### src/hw/rtl/tsr_pkg.sv
`default_nettype none
package tsr_pkg;
    localparam int PID_COUNT_DEF = 8192;
    localparam logic [12:0] NULL_PID = 13'h1FFF;
    localparam logic [41:0] PCR_MOD = 42'd2576980377600;
    localparam logic [33:0] TS_MOD = 34'h200000000;
    localparam logic [35:0] BITS_CLOCK = 36'd40608000000;
    // ceil(2^39 / 300): exact floor(x / 300) for any x below 2^30
    localparam logic [30:0] RECIP_300 = 31'd1832519380;

    typedef enum logic [1:0] {
        REQ_PACKET = 2'd0,
        REQ_MEMBER = 2'd1,
        REQ_TGT_PCR = 2'd2,
        REQ_REF_PID = 2'd3
    } t_req;

    localparam logic [0:0] CFG_FIXED_REF = 1'b0;
    localparam logic [0:0] CFG_LABEL = 1'b1;

    typedef enum logic [3:0] {
        ST_CLEAR, ST_IDLE, ST_LOOK, ST_LOOK2, ST_MUL0, ST_MUL1, ST_MUL2, ST_DIV,
        ST_ADD, ST_SUB, ST_OFS, ST_DIV300, ST_TS, ST_OUT
    } t_state;
endpackage
`default_nettype wire

### src/hw/rtl/tsr_divider.sv
`default_nettype none
// Restoring divider, 128-bit dividend by 32-bit divisor, one quotient bit per
// cycle; quotient kept reduced modulo PCR_MOD as it is built.
module tsr_divider (
    input  wire logic          i_clk,
    input  wire logic          i_rst_n,
    input  wire logic          i_start,
    input  wire logic [127:0]  i_num,
    input  wire logic [31:0]   i_den,
    output logic               o_done,
    output logic      [41:0]   o_quot
);
    import tsr_pkg::*;
    logic [127:0] r_num;
    logic [32:0]  r_rem;
    logic [41:0]  r_acc;
    logic [31:0]  r_den;
    logic [7:0]   r_cnt;
    logic         r_busy;
    logic [32:0]  w_rem;
    logic         w_q;
    logic [42:0]  w_acc;
    always_comb begin
        w_rem = {r_rem[31:0], r_num[127]};
        w_q = w_rem >= {1'b0, r_den};
        if (w_q) w_rem = w_rem - {1'b0, r_den};
        w_acc = {r_acc, w_q};
        if (w_acc >= {1'b0, PCR_MOD}) w_acc = w_acc - {1'b0, PCR_MOD};
    end
    always_ff @(posedge i_clk) begin
        if (!i_rst_n) begin
            r_busy <= 1'b0;
            o_done <= 1'b0;
        end else begin
            o_done <= 1'b0;
            if (i_start) begin
                r_busy <= 1'b1;
                r_cnt <= 8'd0;
                r_num <= i_num;
                r_den <= i_den;
                r_rem <= '0;
                r_acc <= '0;
            end else if (r_busy) begin
                r_num <= {r_num[126:0], 1'b0};
                r_rem <= w_rem;
                r_acc <= w_acc[41:0];
                r_cnt <= r_cnt + 8'd1;
                if (r_cnt == 8'd127) begin
                    r_busy <= 1'b0;
                    o_done <= 1'b1;
                end
            end
        end
    end
    assign o_quot = r_acc;
endmodule
`default_nettype wire

### config.mk
export PLATFORM = sky130hd
export DESIGN_NAME = tsr_divider
export DESIGN_NICKNAME = d
export VERILOG_FILES = /design/src/hw/rtl/tsr_pkg.sv /design/src/hw/rtl/tsr_divider.sv
export SDC_FILE = /design/constraint.sdc
export NUM_CORES = 1
export LEC_CHECK = 0
export ABC_AREA = 1
export ABC_CLOCK_PERIOD_IN_PS = 20200
export BUFFER_PORTS_ARGS = -buffer_cell sky130_fd_sc_hd__buf_2
export CORE_MARGIN = 5
export CORE_UTILIZATION = 50
export DETAILED_ROUTE_END_ITERATION = 8
export PLACE_DENSITY = 0.82
export SLEW_MARGIN = 20
export SYNTH_ARGS = -nofsm -noshare
export SYNTH_HDL_FRONTEND = slang
export SYNTH_SLANG_ARGS = --single-unit
### constraint.sdc
create_clock -name i_clk -period 20.2 [get_ports i_clk]
set_input_delay 2.02 -clock i_clk [delete_from_list [all_inputs] [get_ports i_clk]]
set_output_delay 2.02 -clock i_clk [all_outputs]
set_load 0.02 [all_outputs]
Yosys cells after proc, flatten, opt, wreduce, memory -nomap -nowiden
Cells that the tools add are included.
{ "totals": {"reg_bits": 244, "input_bits": 163, "wordCells": 30} }
{ "classes": {"addsub": 3, "order_cmp": 2, "n_eq_ne": 1, "n_mux": 11, "bitwise_logic": 2, "reduce_logical": 4} }
{ "op_table": {"columns": ["cell", "n"], "rows": [
  ["two-way mux 128 bit", 2],
  ["two-way mux 42 bit", 2],
  ["two-way mux 32 bit", 2],
  ["greater-or-equal comparator 43 x 42 -> 1 bit, second input constant", 1],
  ["subtractor 42 bit, second input constant", 1],
  ["greater-or-equal comparator 33 x 32 -> 1 bit", 1],
  ["subtractor 32 bit", 1],
  ["adder 8 x 1 -> 8 bit, second input constant", 1],
  ["equality test 8 x 7 -> 1 bit, second input constant", 1],
  ["two-way mux 8 bit", 1],
  ["two-way mux 1 bit", 4],
  ["AND reduction 2 bit", 2],
  ["OR reduction 3 bit", 1],
  ["NOT 1 bit", 2],
  ["nonzero test 2 bit", 1]
]} }

Depth between registers and ports, before layout
{ "logic_depth": {"depth_word": 4, "ltp_mapped": 17, "ltp_nobuf": 16} }

Worst setup path after synthesis
No wires, ideal clock.
{ "synth_path": {"kind": "input port to flip-flop", "startpoint": "input i_start", "endpoint": "register r_busy", "setup_time_ps": 94, "arrival_time_ps": 13700, "path_slack_ps": 6405, "stages": 6, "n_path_buf": 2, "cell_sequence": "clkbuf_1 > clkinv_1 > clkbuf_1 > a21oi_1 > o21ai_0 > inv_1"} }
{ "synth_via": {"elab_chain_cells": 1} }
{ "synth_rtl": {"columns": ["item", "line_no", "rtl"], "rows": [
  ["start: declaration", "tsr_divider.sv:7", "input wire logic i_start,"],
  ["two-way mux 1 bit", "tsr_divider.sv:36", "if (i_start) begin"],
  ["end signal: assignment", "tsr_divider.sv:32", "r_busy <= 1'b0;"],
  ["end signal: assignment", "tsr_divider.sv:37", "r_busy <= 1'b1;"],
  ["end signal: assignment", "tsr_divider.sv:49", "r_busy <= 1'b0;"],
  ["end: declaration", "tsr_divider.sv:19", "logic r_busy;"]
]} }
No other way between the ends.
A chain may end at the register's enable or synchronous reset.

Worst setup path in the final report
{ "layout_path": {"startpoint": "input i_start", "endpoint": "register r_rem[11] (enable)"} }
{ "layout_via": {"elab_chain_cells": 2} }
{ "layout_rtl": {"columns": ["item", "line_no", "rtl"], "rows": [
  ["nonzero test 2 bit (no line)", null, null],
  ["AND reduction 2 bit (no line)", null, null],
  ["end signal: assignment", "tsr_divider.sv:45", "r_rem <= w_rem;"],
  ["end: declaration", "tsr_divider.sv:15", "logic [32:0] r_rem;"]
]} }
No other way between the ends.

==> impl_results.html <==
<table>
<tr><th>Metric</th><th>Value</th></tr>
<tr><th colspan="2">Status</th></tr>
<tr><td>Outcome</td><td>complete, no violations</td></tr>
<tr><th colspan="2">Pwr</th></tr>
<tr><td>Cell internal power dissipation</td><td>941.5 uW</td></tr>
<tr><td>Combinational share of power</td><td>16.1%</td></tr>
<tr><td>P per Cell Area</td><td>89.72 nW/um^2</td></tr>
<tr><td>Leakage</td><td>0.006485 uW</td></tr>
<tr><td>Proportion of total power due to net switching</td><td>26.58%</td></tr>
<tr><td>Net Sw Power</td><td>340.8 uW</td></tr>
<tr><td>Clock share of power</td><td>35.6%</td></tr>
<tr><td>Largest voltage drop on the vdd net</td><td>67.78 uV</td></tr>
<tr><td>Sequential fraction of design power</td><td>48.3%</td></tr>
<tr><th colspan="2">Routing</th></tr>
<tr><td>DRC</td><td>0</td></tr>
<tr><td>Detail-routed net length per standard cell</td><td>14.95 um</td></tr>
<tr><td>Vias post-DR</td><td>9341</td></tr>
<tr><td>Total wirelength of the detailed-routed design</td><td>27.54 mm</td></tr>
<tr><td>Number of iterations in the first detailed-routing pass</td><td>5</td></tr>
<tr><td>Avg Vias per Cell</td><td>5.071</td></tr>
<tr><td>Count of routing violations after the opening detailed-route iteration</td><td>615</td></tr>
<tr><td>Post-detailed-route count of antenna-violating nets</td><td>0</td></tr>
<tr><th colspan="2">Cells and area</th></tr>
<tr><td>Synthesis-to-layout area growth</td><td>14.85%</td></tr>
<tr><td>Share of cells above drive strength 1</td><td>17.80%</td></tr>
<tr><td>Leading cell types in the layout, fill and taps excluded</td><td>501 x sky130_fd_sc_hd__nand2_1, 242 x sky130_fd_sc_hd__edfxtp_1, 204 x sky130_fd_sc_hd__buf_2</td></tr>
<tr><td>Finished Core Util</td><td>58.59%</td></tr>
<tr><td>Commonest non-fill, non-tap cell in the layout</td><td>sky130_fd_sc_hd__nand2_1</td></tr>
<tr><td>Fillers</td><td>2146</td></tr>
<tr><td>Nets</td><td>1694</td></tr>
<tr><td>Non-filler cells in the finished layout</td><td>1842</td></tr>
<tr><th colspan="2">Synth</th></tr>
<tr><td>Post-Synthesis Net Count</td><td>1534</td></tr>
<tr><td>Proportion of register bits with asynchronous set or reset after synthesis</td><td>0%</td></tr>
<tr><td>Post-Synthesis Cells</td><td>1336</td></tr>
<tr><td>Flip-flop and latch count after synthesis</td><td>244</td></tr>
<tr><td>Proportion of synthesized chip area in sequential cells</td><td>58.72%</td></tr>
<tr><td>Compound-gate portion of the synthesized area</td><td>6.435%</td></tr>
<tr><td>Total of warnings raised by yosys</td><td>0</td></tr>
<tr><td>Netlist area before placement</td><td>12440 sq um</td></tr>
<tr><td>Dominant synthesized flop cell</td><td>sky130_fd_sc_hd__edfxtp_1</td></tr>
<tr><td>Number of library cell types mapped by synthesis</td><td>43</td></tr>
<tr><td>Mux cell area share after synthesis</td><td>0%</td></tr>
<tr><td>Synth Area in XOR/XNOR</td><td>1.760%</td></tr>
<tr><td>Post-synth EDFFs</td><td>242</td></tr>
<tr><td>Dominant combinational cell family by area after synthesis</td><td>simple AND/OR/NAND/NOR gates</td></tr>
<tr><td>Fraction of the mapped netlist area in adder cells</td><td>3.580%</td></tr>
<tr><td>Fraction of the mapped netlist area in simple logic gates</td><td>21.93%</td></tr>
<tr><td>Avg Cell Area, Syn</td><td>9.314 sq um</td></tr>
<tr><th colspan="2">CTS</th></tr>
<tr><td>Post_cts resized</td><td>0</td></tr>
<tr><td>Worst-Skew Late Latency</td><td>0.53 ns</td></tr>
<tr><td>Clock Sinks</td><td>244</td></tr>
<tr><td>Post-CTS Repair Setup Buffers</td><td>0</td></tr>
<tr><td>Hold-fix buffers at CTS</td><td>0</td></tr>
<tr><td>Master cell of the clock root buffer</td><td>sky130_fd_sc_hd__clkbuf_16</td></tr>
<tr><td>Maximum buffer depth of the clock tree</td><td>3</td></tr>
<tr><td>H-tree levels</td><td>1</td></tr>
<tr><td>CTS tree</td><td>done</td></tr>
<tr><td>Reg clk slew, reported paths</td><td>0.06 ns</td></tr>
<tr><td>Number of buffers created by CTS</td><td>27</td></tr>
<tr><th colspan="2">Setup path</th></tr>
<tr><td>Number of cells on the worst reg-to-reg path</td><td>12</td></tr>
<tr><td>Critical path destination</td><td>r_rem[11]</td></tr>
<tr><td>Arrival time reported for the critical path endpoint</td><td>4.32 ns</td></tr>
<tr><td>Startpoint type of the worst setup path</td><td>primary input</td></tr>
<tr><td>CP Capture Type</td><td>register</td></tr>
<tr><td>Kind of critical path</td><td>in -&gt; reg</td></tr>
<tr><td>FF-to-FF setup slack</td><td>17.27 ns</td></tr>
<tr><td>Max FO, Critical Path</td><td>205</td></tr>
<tr><td>Required time of the worst setup path</td><td>20.35 ns</td></tr>
<tr><td>Launching instance or port of the critical path</td><td>i_start</td></tr>
<tr><td>Worst flop-to-flop path endpoint</td><td>r_rem[28]</td></tr>
<tr><td>Launching point of the worst reg2reg path</td><td>r_rem[10]</td></tr>
<tr><th colspan="2">Global route</th></tr>
<tr><td>Global-route wire length before repair</td><td>44.59 mm</td></tr>
<tr><td>Met2 routing resource usage after global routing</td><td>31.10%</td></tr>
<tr><td>Pin count of the biggest net entering global routing</td><td>206</td></tr>
<tr><td>Total gr overflow</td><td>0</td></tr>
<tr><td>Antenna violations before repair</td><td>3</td></tr>
<tr><td>Vias in the first global route</td><td>9206</td></tr>
<tr><td>GR Util met1</td><td>26.09%</td></tr>
<tr><td>Total track usage</td><td>18.93%</td></tr>
<tr><td>Most crowded layer after global routing</td><td>met2</td></tr>
<tr><td>GR Util met3</td><td>4.102%</td></tr>
<tr><th colspan="2">Placement</th></tr>
<tr><td>Placer congestion estimate</td><td>0.9074</td></tr>
<tr><td>Quantity of I/O buffers inserted on ports</td><td>205</td></tr>
<tr><td>Half-perimeter wire length after placement</td><td>18.96 mm</td></tr>
<tr><td>Number of placed cells counting well taps</td><td>1791</td></tr>
<tr><td>Post-place setup slack</td><td>15.51 ns</td></tr>
<tr><th colspan="2">STA</th></tr>
<tr><td>Total Neg Setup Slack</td><td>0 ns</td></tr>
<tr><td>Clock skew</td><td>0.008493 ns</td></tr>
<tr><td>Final WS setup</td><td>16.03 ns</td></tr>
<tr><td>Unrepaired setup endpoints after global routing</td><td>false</td></tr>
<tr><td>Worst-Margin Slew</td><td>1.118 ns</td></tr>
<tr><td>Tightest slew margin relative to the limit</td><td>25.44%</td></tr>
<tr><td>Worst hold slack</td><td>0.5038 ns</td></tr>
<tr><td>Final Slew Violations</td><td>0</td></tr>
<tr><td>Finish-stage setup viols</td><td>0</td></tr>
<tr><td>Share of the clock period used by the worst path</td><td>20.66%</td></tr>
<tr><td>Final Critical Period</td><td>4.173 ns</td></tr>
<tr><td>Total count of hold-check failures in the final report</td><td>0</td></tr>
<tr><td>Maximum achievable frequency</td><td>0.2396 GHz</td></tr>
<tr><th colspan="2">Floorplanning</th></tr>
<tr><td>Die Y</td><td>167.8 um</td></tr>
<tr><td>Standard-cell rows</td><td>57</td></tr>
<tr><td>Initial Util</td><td>51.02%</td></tr>
<tr><td>Boundary Pins</td><td>206</td></tr>
<tr><td>Die area</td><td>28140 sq um</td></tr>
<tr><td>Standard cell core area</td><td>24390 sq um</td></tr>
<tr><td>Die span in x</td><td>167.8 um</td></tr>
<tr><th colspan="2">Worst hold path</th></tr>
<tr><td>Min-Delay Path Depth</td><td>2</td></tr>
<tr><td>Worst min-delay path class</td><td>reg -&gt; reg</td></tr>
<tr><th colspan="2">Flow run</th></tr>
<tr><td>Max cap viols</td><td>0</td></tr>
</table>
[synth_stat cells, types with 13 or more instances]
cell	n	area (sq um)
sky130_fd_sc_hd__inv_1	127	476.7
sky130_fd_sc_hd__edfxtp_1	242	7267
sky130_fd_sc_hd__a21oi_1	68	340.3
sky130_fd_sc_hd__buf_4	38	285.3
sky130_fd_sc_hd__xor2_1	13	113.9
sky130_fd_sc_hd__o21ai_1	29	145.1
sky130_fd_sc_hd__o21ai_0	23	115.1
sky130_fd_sc_hd__nand2_1	501	1881
sky130_fd_sc_hd__ha_1	34	425.4
sky130_fd_sc_hd__clkbuf_1	29	108.9
sky130_fd_sc_hd__nand3_1	30	150.1
sky130_fd_sc_hd__nor2_1	101	379.1
[layer usage]
layer / vias to the layer above / share of wire, %
met5: - / 0.098
met3: 51 / 7.4
met2: 328 / 47
met1: 4265 / 44
met4: 4 / 1.8
li1: 4693 / -
[area by class of cell]
cell class / count / area, sq um / area share [%]
sequential: 244 / 7307 / 51.13
inverter: 130 / 490.5 / 3.432
timing repair buffer: 209 / 1071 / 7.494
clock buffer: 43 / 745.7 / 5.218
antenna: 1 / 2.502 / 0.01751
tap: 324 / 405.4 / 2.837
multi-input combinational: 884 / 4205 / 29.43
clock inverter: 7 / 63.81 / 0.4465
[worst min path at each step]
| stage | start | endpoint | slack [ns] |
|---|---|---|---|
| after detailed placement | r_num[16] | r_num[17] | 0.50 |
| after floorplan | r_busy | o_done | 0.42 |
| after global placement | r_num[82] | r_num[83] | 0.49 |
| after global routing | r_num[75] | r_num[76] | 0.53 |
| final | r_num[121] | r_num[122] | 0.50 |
| after CTS | r_num[121] | r_num[122] | 0.51 |
[critical path, stage by stage]
cell                      delay [ns]
sky130_fd_sc_hd__buf_4          0.53
sky130_fd_sc_hd__inv_4          0.42
sky130_fd_sc_hd__a21oi_4        0.37
sky130_fd_sc_hd__buf_12         0.77
[per-stage QoR]
step                      cell area [sq um]  total power [uW]
after global placement                13480             828.6
final                                 14290              1282
after floorplan                       12440             787.0
after detailed placement              13480             834.5
after CTS                             14290              1295
after global routing                  14290              1349
[power groups by stage]
stage                     clock network [uW]  registers, uW  logic (uW)
after floorplan                            0            636         151
after global placement                     0            628         200
after detailed placement                   0            629         205
after CTS                                469            620         207
after global routing                     493            623         233
final                                    456            620         206
[sequential cells by signal, summed over array words and instances, names as in the netlist]
| register | flops |
|---|---|
| r_num | 128 |
| o_quot | 42 |
| r_den | 32 |
| r_rem | 32 |
| r_cnt | 8 |
| o_done | 1 |
| r_busy | 1 |
[kinds of logic after synthesis]
family	Yosys count
compound gates	147
xor+xnor	25
fa+ha+maj	35
buf+inv	208
flops	244
simple gates	677
No activity file was read; power rests on OpenSTA's default activity.
